**src/rtl/core/brudc_pkg.sv**
```systemverilog
// Shared types and constants for the button repeat up/down counter.
// Holds the beat structs of both channels, configuration indexes and reset values.
// No dependencies.
`default_nettype none

package brudc_pkg;

	localparam int HOLD_BITS_DEF = 8;

	localparam int CFG_IDX_W = 1;
	localparam int CFG_DATA_W = 8;

	localparam logic [CFG_IDX_W-1:0] CFG_MAX_VALUE = 1'd0;
	localparam logic [CFG_IDX_W-1:0] CFG_FAST_THRESHOLD = 1'd1;

	localparam logic [3:0] MAX_VALUE_RST = 4'd9;
	localparam logic [7:0] FAST_THRESHOLD_RST = 8'd15;

	typedef struct packed {
		logic up_button;
		logic down_button;
	} btn_t;

	typedef struct packed {
		logic [3:0] value;
		logic [2:0] mode;
	} res_t;

endpackage

`default_nettype wire

```
**src/rtl/core/button_repeat_up_down_counter.sv**
```systemverilog
// Top level of the button repeat up/down counter.
// Mode state machine, hold counter, saturating value and output register.
// Depends on brudc_pkg.
//
// Usage: each beat on the btn channel is one tick carrying two button levels.
// For every accepted beat exactly one beat leaves on the res channel with the
// displayed value and the mode after that tick.
// A beat is taken on a rising edge where its valid is high and its stall is low.
// Each result is registered and valid in the cycle after its tick is accepted.
// Throughput is one tick per cycle while res_stall is low, set by the single
// output register, refilled in the same cycle that it is emptied. When the
// receiver stalls while a result waits, btn_stall rises and the held result
// stays unchanged until it is taken. Reset puts the mode in start, clears the
// hold count and the value, and loads max_value with 9 and fast_threshold
// with 15. The user must write the registers through cfg_we, cfg_index and
// cfg_wdata only while no tick is in flight; the block does not enforce this.
`default_nettype none

module button_repeat_up_down_counter #(
	parameter int HOLD_BITS = brudc_pkg::HOLD_BITS_DEF
) (
	input  wire                                   clk,
	input  wire                                   arst_n,
	input  wire                                   btn_valid,
	output logic                                  btn_stall,
	input  wire brudc_pkg::btn_t                  btn,
	output logic                                  res_valid,
	input  wire                                   res_stall,
	output brudc_pkg::res_t                       res,
	input  wire                                   cfg_we,
	input  wire [brudc_pkg::CFG_IDX_W-1:0]        cfg_index,
	input  wire [brudc_pkg::CFG_DATA_W-1:0]       cfg_wdata
);
	import brudc_pkg::*;

	localparam int CMP_W = (HOLD_BITS > 8) ? HOLD_BITS : 8;

	typedef enum logic [2:0] {
		M_START = 3'd0,
		M_IDLE  = 3'd1,
		M_WAIT  = 3'd2,
		M_UP    = 3'd3,
		M_DOWN  = 3'd4,
		M_CLEAR = 3'd5
	} mode_t;

	mode_t                mode_q, mode_next;
	logic [HOLD_BITS-1:0] hold_q, hold_next;
	logic [2:0]           mod5_q, mod5_next;
	logic [3:0]           value_q, value_next;
	logic [3:0]           max_value_q;
	logic [7:0]           fast_threshold_q;
	logic                 accept;
	logic                 step_due;
	logic [CMP_W-1:0]     cnt_ext, thr_ext;
	logic                 up, dn;

	assign up = btn.up_button;
	assign dn = btn.down_button;
	assign btn_stall = res_valid & res_stall;
	assign accept = btn_valid & ~btn_stall;

	assign cnt_ext = CMP_W'(hold_q);
	assign thr_ext = CMP_W'(fast_threshold_q);

	always_comb begin
		if (cnt_ext != '0 && cnt_ext < thr_ext) begin
			step_due = (mod5_q == 3'd0);
		end else begin
			step_due = ~hold_q[1];
		end
	end

	always_comb begin
		unique case (mode_q)
			M_START: mode_next = M_IDLE;
			M_IDLE, M_WAIT: begin
				if (up && dn) mode_next = M_CLEAR;
				else if (up) mode_next = M_UP;
				else if (dn) mode_next = M_DOWN;
				else mode_next = mode_q;
			end
			M_UP: begin
				if (up && dn) mode_next = M_CLEAR;
				else if (up) mode_next = M_UP;
				else mode_next = M_WAIT;
			end
			M_DOWN: begin
				if (up && dn) mode_next = M_CLEAR;
				else if (dn) mode_next = M_DOWN;
				else mode_next = M_WAIT;
			end
			M_CLEAR: mode_next = (up && dn) ? M_CLEAR : M_IDLE;
			default: mode_next = M_START;
		endcase
	end

	// The modulo-5 tracker restarts whenever the hold count returns to zero.
	always_comb begin
		value_next = value_q;
		hold_next = hold_q;
		mod5_next = mod5_q;
		case (mode_next)
			M_IDLE, M_CLEAR: begin
				value_next = '0;
				hold_next = '0;
				mod5_next = '0;
			end
			M_WAIT: begin
				hold_next = '0;
				mod5_next = '0;
			end
			M_UP, M_DOWN: begin
				if (mode_next == M_UP) begin
					if (value_q < max_value_q && step_due) value_next = value_q + 4'd1;
				end else begin
					if (value_q != 4'd0 && step_due) value_next = value_q - 4'd1;
				end
				hold_next = hold_q + 1'b1;
				if (hold_q == '1 || mod5_q == 3'd4) mod5_next = '0;
				else mod5_next = mod5_q + 3'd1;
			end
			default: ;
		endcase
	end

	always_ff @(posedge clk or negedge arst_n) begin
		if (!arst_n) begin
			mode_q <= M_START;
			hold_q <= '0;
			mod5_q <= '0;
			value_q <= '0;
			res_valid <= 1'b0;
		end else begin
			if (accept) begin
				mode_q <= mode_next;
				hold_q <= hold_next;
				mod5_q <= mod5_next;
				value_q <= value_next;
				res.value <= value_next;
				res.mode <= mode_next;
				res_valid <= 1'b1;
			end else if (!res_stall) begin
				res_valid <= 1'b0;
			end
		end
	end

	always_ff @(posedge clk or negedge arst_n) begin
		if (!arst_n) begin
			max_value_q <= MAX_VALUE_RST;
			fast_threshold_q <= FAST_THRESHOLD_RST;
		end else if (cfg_we) begin
			unique case (cfg_index)
				CFG_MAX_VALUE: max_value_q <= cfg_wdata[3:0];
				CFG_FAST_THRESHOLD: fast_threshold_q <= cfg_wdata[7:0];
				default: ;
			endcase
		end
	end

endmodule

`default_nettype wire

```
**config.mk**
```make
export PLATFORM = sky130hd
export DESIGN_NAME = button_repeat_up_down_counter
export DESIGN_NICKNAME = d
export VERILOG_FILES = /design/src/rtl/core/brudc_pkg.sv /design/src/rtl/core/button_repeat_up_down_counter.sv
export SDC_FILE = /design/constraint.sdc
export NUM_CORES = 1
export LEC_CHECK = 0
export BUFFER_PORTS_ARGS = -buffer_cell sky130_fd_sc_hd__buf_2
export CAP_MARGIN = 40
export CORE_MARGIN = 1.5
export CORE_UTILIZATION = 50
export DETAILED_ROUTE_END_ITERATION = 10
export GPL_ROUTABILITY_DRIVEN = 0
export PLACE_DENSITY = 0.72
export SLEW_MARGIN = 10
export SYNTH_ARGS = -nofsm -noshare
export SYNTH_HDL_FRONTEND = slang
export SYNTH_SLANG_ARGS = --single-unit
```
**constraint.sdc**
```tcl
create_clock -name clk -period 3.3 [get_ports clk]
set_clock_uncertainty 0.2 [all_clocks]
set_input_delay 0.66 -clock clk [delete_from_list [all_inputs] [get_ports clk]]
set_output_delay 0.66 -clock clk [all_outputs]
set_load 0.1 [all_outputs]
```
; After elaboration in Yosys (flattened, before gate mapping)
; Cells that the tools add are included.
[classes]
n_eq_ne = 13
reduce_logical = 18
bitwise_logic = 5
n_lt_le_gt_ge = 2
n_addsub = 4
mux = 19
[op_table]
columns = cell, n
row1 = 3-bit 2-to-1 mux, 8
row2 = 8-bit one-hot mux with 2 select lines, 1
row3 = 3-bit == test (second input constant), 5
row4 = 3-bit one-hot mux with 5 select lines, 1
row5 = 3-bit by 2-bit == test with 1-bit output (second input constant), 4
row6 = 4-bit 2-to-1 mux, 3
row7 = 8-bit by 1-bit adder with 8-bit output (second input constant), 1
row8 = 8-bit == test (second input constant), 1
row9 = 8-bit < comparator, 1
row10 = 4-bit one-hot mux with 2 select lines, 1
row11 = 2-bit AND reduction, 4
row12 = 8-bit nonzero test, 1
row13 = 3-bit by 1-bit == test with 1-bit output (second input constant), 2
row14 = 3-bit logical NOT, 2
row15 = 3-bit one-hot mux with 2 select lines, 1
row16 = 2-bit OR reduction, 3
row17 = 4-bit by 1-bit adder with 4-bit output (second input constant), 1
row18 = 1-bit logical AND, 4
row19 = 4-bit < comparator, 1
row20 = 1-bit 2-to-1 mux, 4
row21 = 4-bit nonzero test, 1
row22 = 4-bit by 1-bit subtractor with 4-bit output (second input constant), 1
row23 = 3-bit by 1-bit adder with 3-bit output (second input constant), 1
row24 = 1-bit inverter, 3
row25 = 5 further kinds, 6
[totals]
elab_cells = 70
ff_bits = 38

; Logic depth before layout (Yosys ltp)
[logic_depth]
word_depth = 8
depth_mapped = 9
ltp_nobuf = 8

; Worst setup path before layout
; OpenSTA, ideal clock, no wires.
[synth_path]
kind = register -> output
start = register res_valid
end = output btn_stall
stages_incl_launch_ff = 3
path_buffers = 0
arrival_ns = 1.740
slack_ns = 0.700
cell_sequence = dfrtp_1 nand2_1 inv_1
[synth_via]
elab_chain_cells = 1
[synth_rtl]
columns = element, line
row1 = "start, declared", button_repeat_up_down_counter.sv:27  ; output logic res_valid,
row2 = "start signal, assigned", button_repeat_up_down_counter.sv:133  ; res_valid <= 1'b0;
row3 = "start signal, assigned", button_repeat_up_down_counter.sv:142  ; res_valid <= 1'b1;
row4 = "start signal, assigned", button_repeat_up_down_counter.sv:144  ; res_valid <= 1'b0;
row5 = 1-bit bitwise AND, button_repeat_up_down_counter.sv:60  ; assign btn_stall = res_valid & res_stall;
row6 = "end, declared", button_repeat_up_down_counter.sv:25  ; output logic btn_stall,
; No other way between the ends.

; Worst setup path in the final report
[layout_path]
start = register fast_threshold_q[1]
end = register res[5] in the netlist's numbering (data pin)
[layout_via]
elab_chain_cells = 7
word_cells_on_any_way = 9
[layout_rtl]
columns = element, line
row1 = "start, declared", button_repeat_up_down_counter.sv:52  ; logic [7:0] fast_threshold_q;
row2 = "start signal, assigned", button_repeat_up_down_counter.sv:156  ; CFG_FAST_THRESHOLD: fast_threshold_q <= cfg_wdata[7:0];
row3 = 8-bit < comparator (*), button_repeat_up_down_counter.sv:67  ; if (cnt_ext != '0 && cnt_ext < thr_ext) begin
row4 = 1-bit logical AND (*), button_repeat_up_down_counter.sv:67
row5 = 1-bit 2-to-1 mux (*), button_repeat_up_down_counter.sv:67
row6 = "1-bit logical AND, on equally long branches", "button_repeat_up_down_counter.sv:117, button_repeat_up_down_counter.sv:115"
row7 = "4-bit 2-to-1 mux, on equally long branches", "button_repeat_up_down_counter.sv:117, button_repeat_up_down_counter.sv:115"
row8 = 4-bit 2-to-1 mux (*), button_repeat_up_down_counter.sv:114  ; if (mode_next == M_UP) begin
row9 = 4-bit one-hot mux with 2 select lines (*), button_repeat_up_down_counter.sv:103  ; case (mode_next)
row10 = named net value_next[2], button_repeat_up_down_counter.sv:50  ; logic [3:0] value_q, value_next;
row11 = "end, declared", button_repeat_up_down_counter.sv:29  ; output brudc_pkg::res_t res,
; Mark *: on every way through the listed nets, which the timed path passes. The rest lies on a longest branch.
; A chain may end at the register's enable or synchronous reset.

==> results by group <==
Outcome
  – Status: completed

STA
  – Max Freq: 371 MHz
  – Worst setup margin: 0.601 ns
  – Hold Violations, Final: 0
  – Unrepaired setup endpoints after global routing: no
  – Rel. slew slack: 54.0%
  – Final setup TNS: 0 ns
  – Slew @ Worst Pin: 0.689 ns
  – Fin crit share: 81.8%
  – Final max-slew violation count: 0
  – Finish-stage setup viols: 0
  – Minimum clock period: 2.70 ns

Synth
  – Synthesized area: 0.00246 mm²
  – Yosys reg bits: 38
  – Syn Area/Cell: 9.85 µm²
  – Top post-synthesis cells by area: dfrtp_1, edfxtp_1, ha_1, dfstp_2, nand2_1
  – Yosys top cell area share: 25.4%
  – Total of warnings raised by yosys: 0
  – Register area share after synthesis: 40.3%
  – Syn nets: 282
  – Synth cell types: 62
  – Ys async rst share: 81.6%
  – Synth Flop Type: dfrtp_1
  – Leading area contributor after synthesis: dfrtp_1
  – Post-Syn Instances: 250
  – EDFF count, synth: 7

Clock tree
  – Clock latency on the worst-skew pair: 0.29 ns
  – CTS Sinks: 38
  – CTS tree: built
  – CTS max path bufs: 2
  – Clock transition at the registers of the reported paths: 0.07 ns
  – Resized cells post-CTS: 0
  – Setup Buffers After CTS: 0
  – Num CTS Buffers: 5
  – # H-tree levels: 2
  – Root Buffer: clkbuf_8
  – CTS Hold Bufs: 0

Critical path
  – Reg2reg path depth: 8
  – CP max stage delay: 0.53 ns
  – Critical Path AT: 2.53 ns
  – CP max stage cell: dfstp_2
  – Worst Path Required: 3.13 ns
  – Crit end category: flip-flop
  – Reg2reg start: fast_threshold_q[1]
  – Reg-to-reg endpoint: res[5]
  – Crit path cell chain: inv_1 -> ha_1 -> o21ai_0 -> o21ai_2 -> a211o_4 -> a211o_1 -> a221oi_2 -> o31ai_1
  – CP Class: flip-flop to flip-flop
  – Worst Path Max Fanout: 5
  – Startpoint types: flip-flop
  – Reg2Reg Setup Slack: 0.60 ns

Cells and area
  – Fill count: 426
  – Syn-to-layout area delta: 10.3%
  – Layout cell share with drive strength beyond 1: 22.7%
  – Layout net count: 309
  – Footprint of the multi-input gates: 0.00134 mm²
  – Fin area: 0.00272 mm²
  – ANT cells: 0
  – Commonest non-fill, non-tap cell in the layout: nand2_1
  – Finished Core Util: 57.5%
  – Most frequent cells in the layout: nand2_1, dfrtp_1, buf_2
  – Seq. cell area: 993 µm²

GRT
  – Total GRT Usage: 20.4%
  – Gr ovfl total: 0
  – Initial antenna violation count: 0
  – Vias in the first global route: 1852
  – First-pass GRT wire length: 8420 µm
  – Largest net degree at the start of global routing: 32

Job
  – Max-cap viol count: 0

Place
  – DPL Wire Length: 3750 µm
  – Port Buf Inserts: 24
  – Dpl cell area: 0.00264 mm²
  – Pre-CTS setup slack: 0.608 ns

Pwr
  – PD cells: 706 mW/mm²
  – Peak VDD IR: 0.263 mV
  – Leakage: 1.22 nW
  – Total power: 0.00192 W

Detailed routing
  – Routed wire per std cell: 14.6 µm
  – Pre-antenna DRT Iters: 4
  – Starting DRT DRC Count: 96
  – DRC viols: 0
  – DR vias: 1953
  – Post-DRT Antenna Nets: 0
  – Via density: 5.66
  – Final wirelength: 5050 µm

Die
  – Row cnt: 25
  – Initial core utilization: 52.2%
  – Die height: 73.2 µm
  – Die X: 73.2 µm
  – Core Box Area: 0.00472 mm²
  – I/O Pins: 25
  – Die area: 0.00536 mm²

Min path
  – Type of the tightest min-delay check: input pin to asynchronous set/reset pin
==> cell usage after synthesis, drive strengths merged, types with 3 or more instances <==
master	n
nand2	34
dfrtp	25
o21ai	24
inv	22
ha	16
mux2	11
a21oi	9
nor2	8
a31oi	7
edfxtp	7
and3	6
dfstp	6
nand2b	6
nand3	5
a21o	4
buf	4
nor3	4
a2111oi	3
a211o	3
a211oi	3
nor2b	3
o211ai	3
o31ai	3
==> report_power, final <==
part	total, W	internal [W]	switching (W)
registers	0.000705	0.000579	0.000126
logic	0.000901	0.000355	0.000546
clock network	0.000314	0.000150	0.000164
==> through the flow <==
stage | cells | hold slack [ns]
after floorplan | 250 | 0.164
after global placement | 337 | 0.290
after detailed placement | 337 | 0.298
after CTS | 345 | 0.236
after global routing | 345 | 0.247
final | 345 | 0.217
==> layer usage <==
metal  GRT usage (%)  part of all wire [%]
met1            26.6                    47
met2            33.0                    47
met3            4.01                   4.3
met4            8.18                   2.0
met5               0                     0
==> cells by family after synthesis <==
kind of cell    share of synthesized area (%)
flops                                    40.3
simple gates                             16.2
mux                                      5.03
buf+inv                                  5.18
xor+xnor                                0.356
compound gates                           24.8
fa+ha+maj                                8.13
==> state kept, by name, summed over array words and instances, names as in the netlist <==
signal,cells
mode_q,3
mod5_q,3
value_q,4
cnt_ext,8
res,7
res_valid,1
fast_threshold_q,8
max_value_q,4
==> final cells by class <==
class                      instances  share of cell area, %
inverter                          22                   3.04
tap                               67                   3.08
sequential                        38                   36.6
clock buffer                       8                   2.95
timing repair buffer              26                   4.97
multi-input combinational        184                   49.4
==> worst max-delay path by stage <==
stage | start | endpoint | slack, ns | cells past startpoint
after floorplan | res_valid | btn_stall | 0.70 | 2
after global placement | fast_threshold_q[1] | res[5] | 0.67 | 8
after detailed placement | fast_threshold_q[1] | res[5] | 0.61 | 8
after CTS | fast_threshold_q[1] | res[5] | 0.60 | 8
after global routing | cnt_ext[1] | res[5] | 0.41 | 7
final | fast_threshold_q[1] | res[5] | 0.60 | 8
==> worst max-delay path, delay by kind of cell, from the launching register on <==
kind	cells	cell delay [ns]
DFF	1	0.53
AOI/OAI and AO/OA	6	1.39
buffers and inverters	1	0.04
adders and majority gates	1	0.27
No activity file was read; power rests on OpenSTA's default activity.
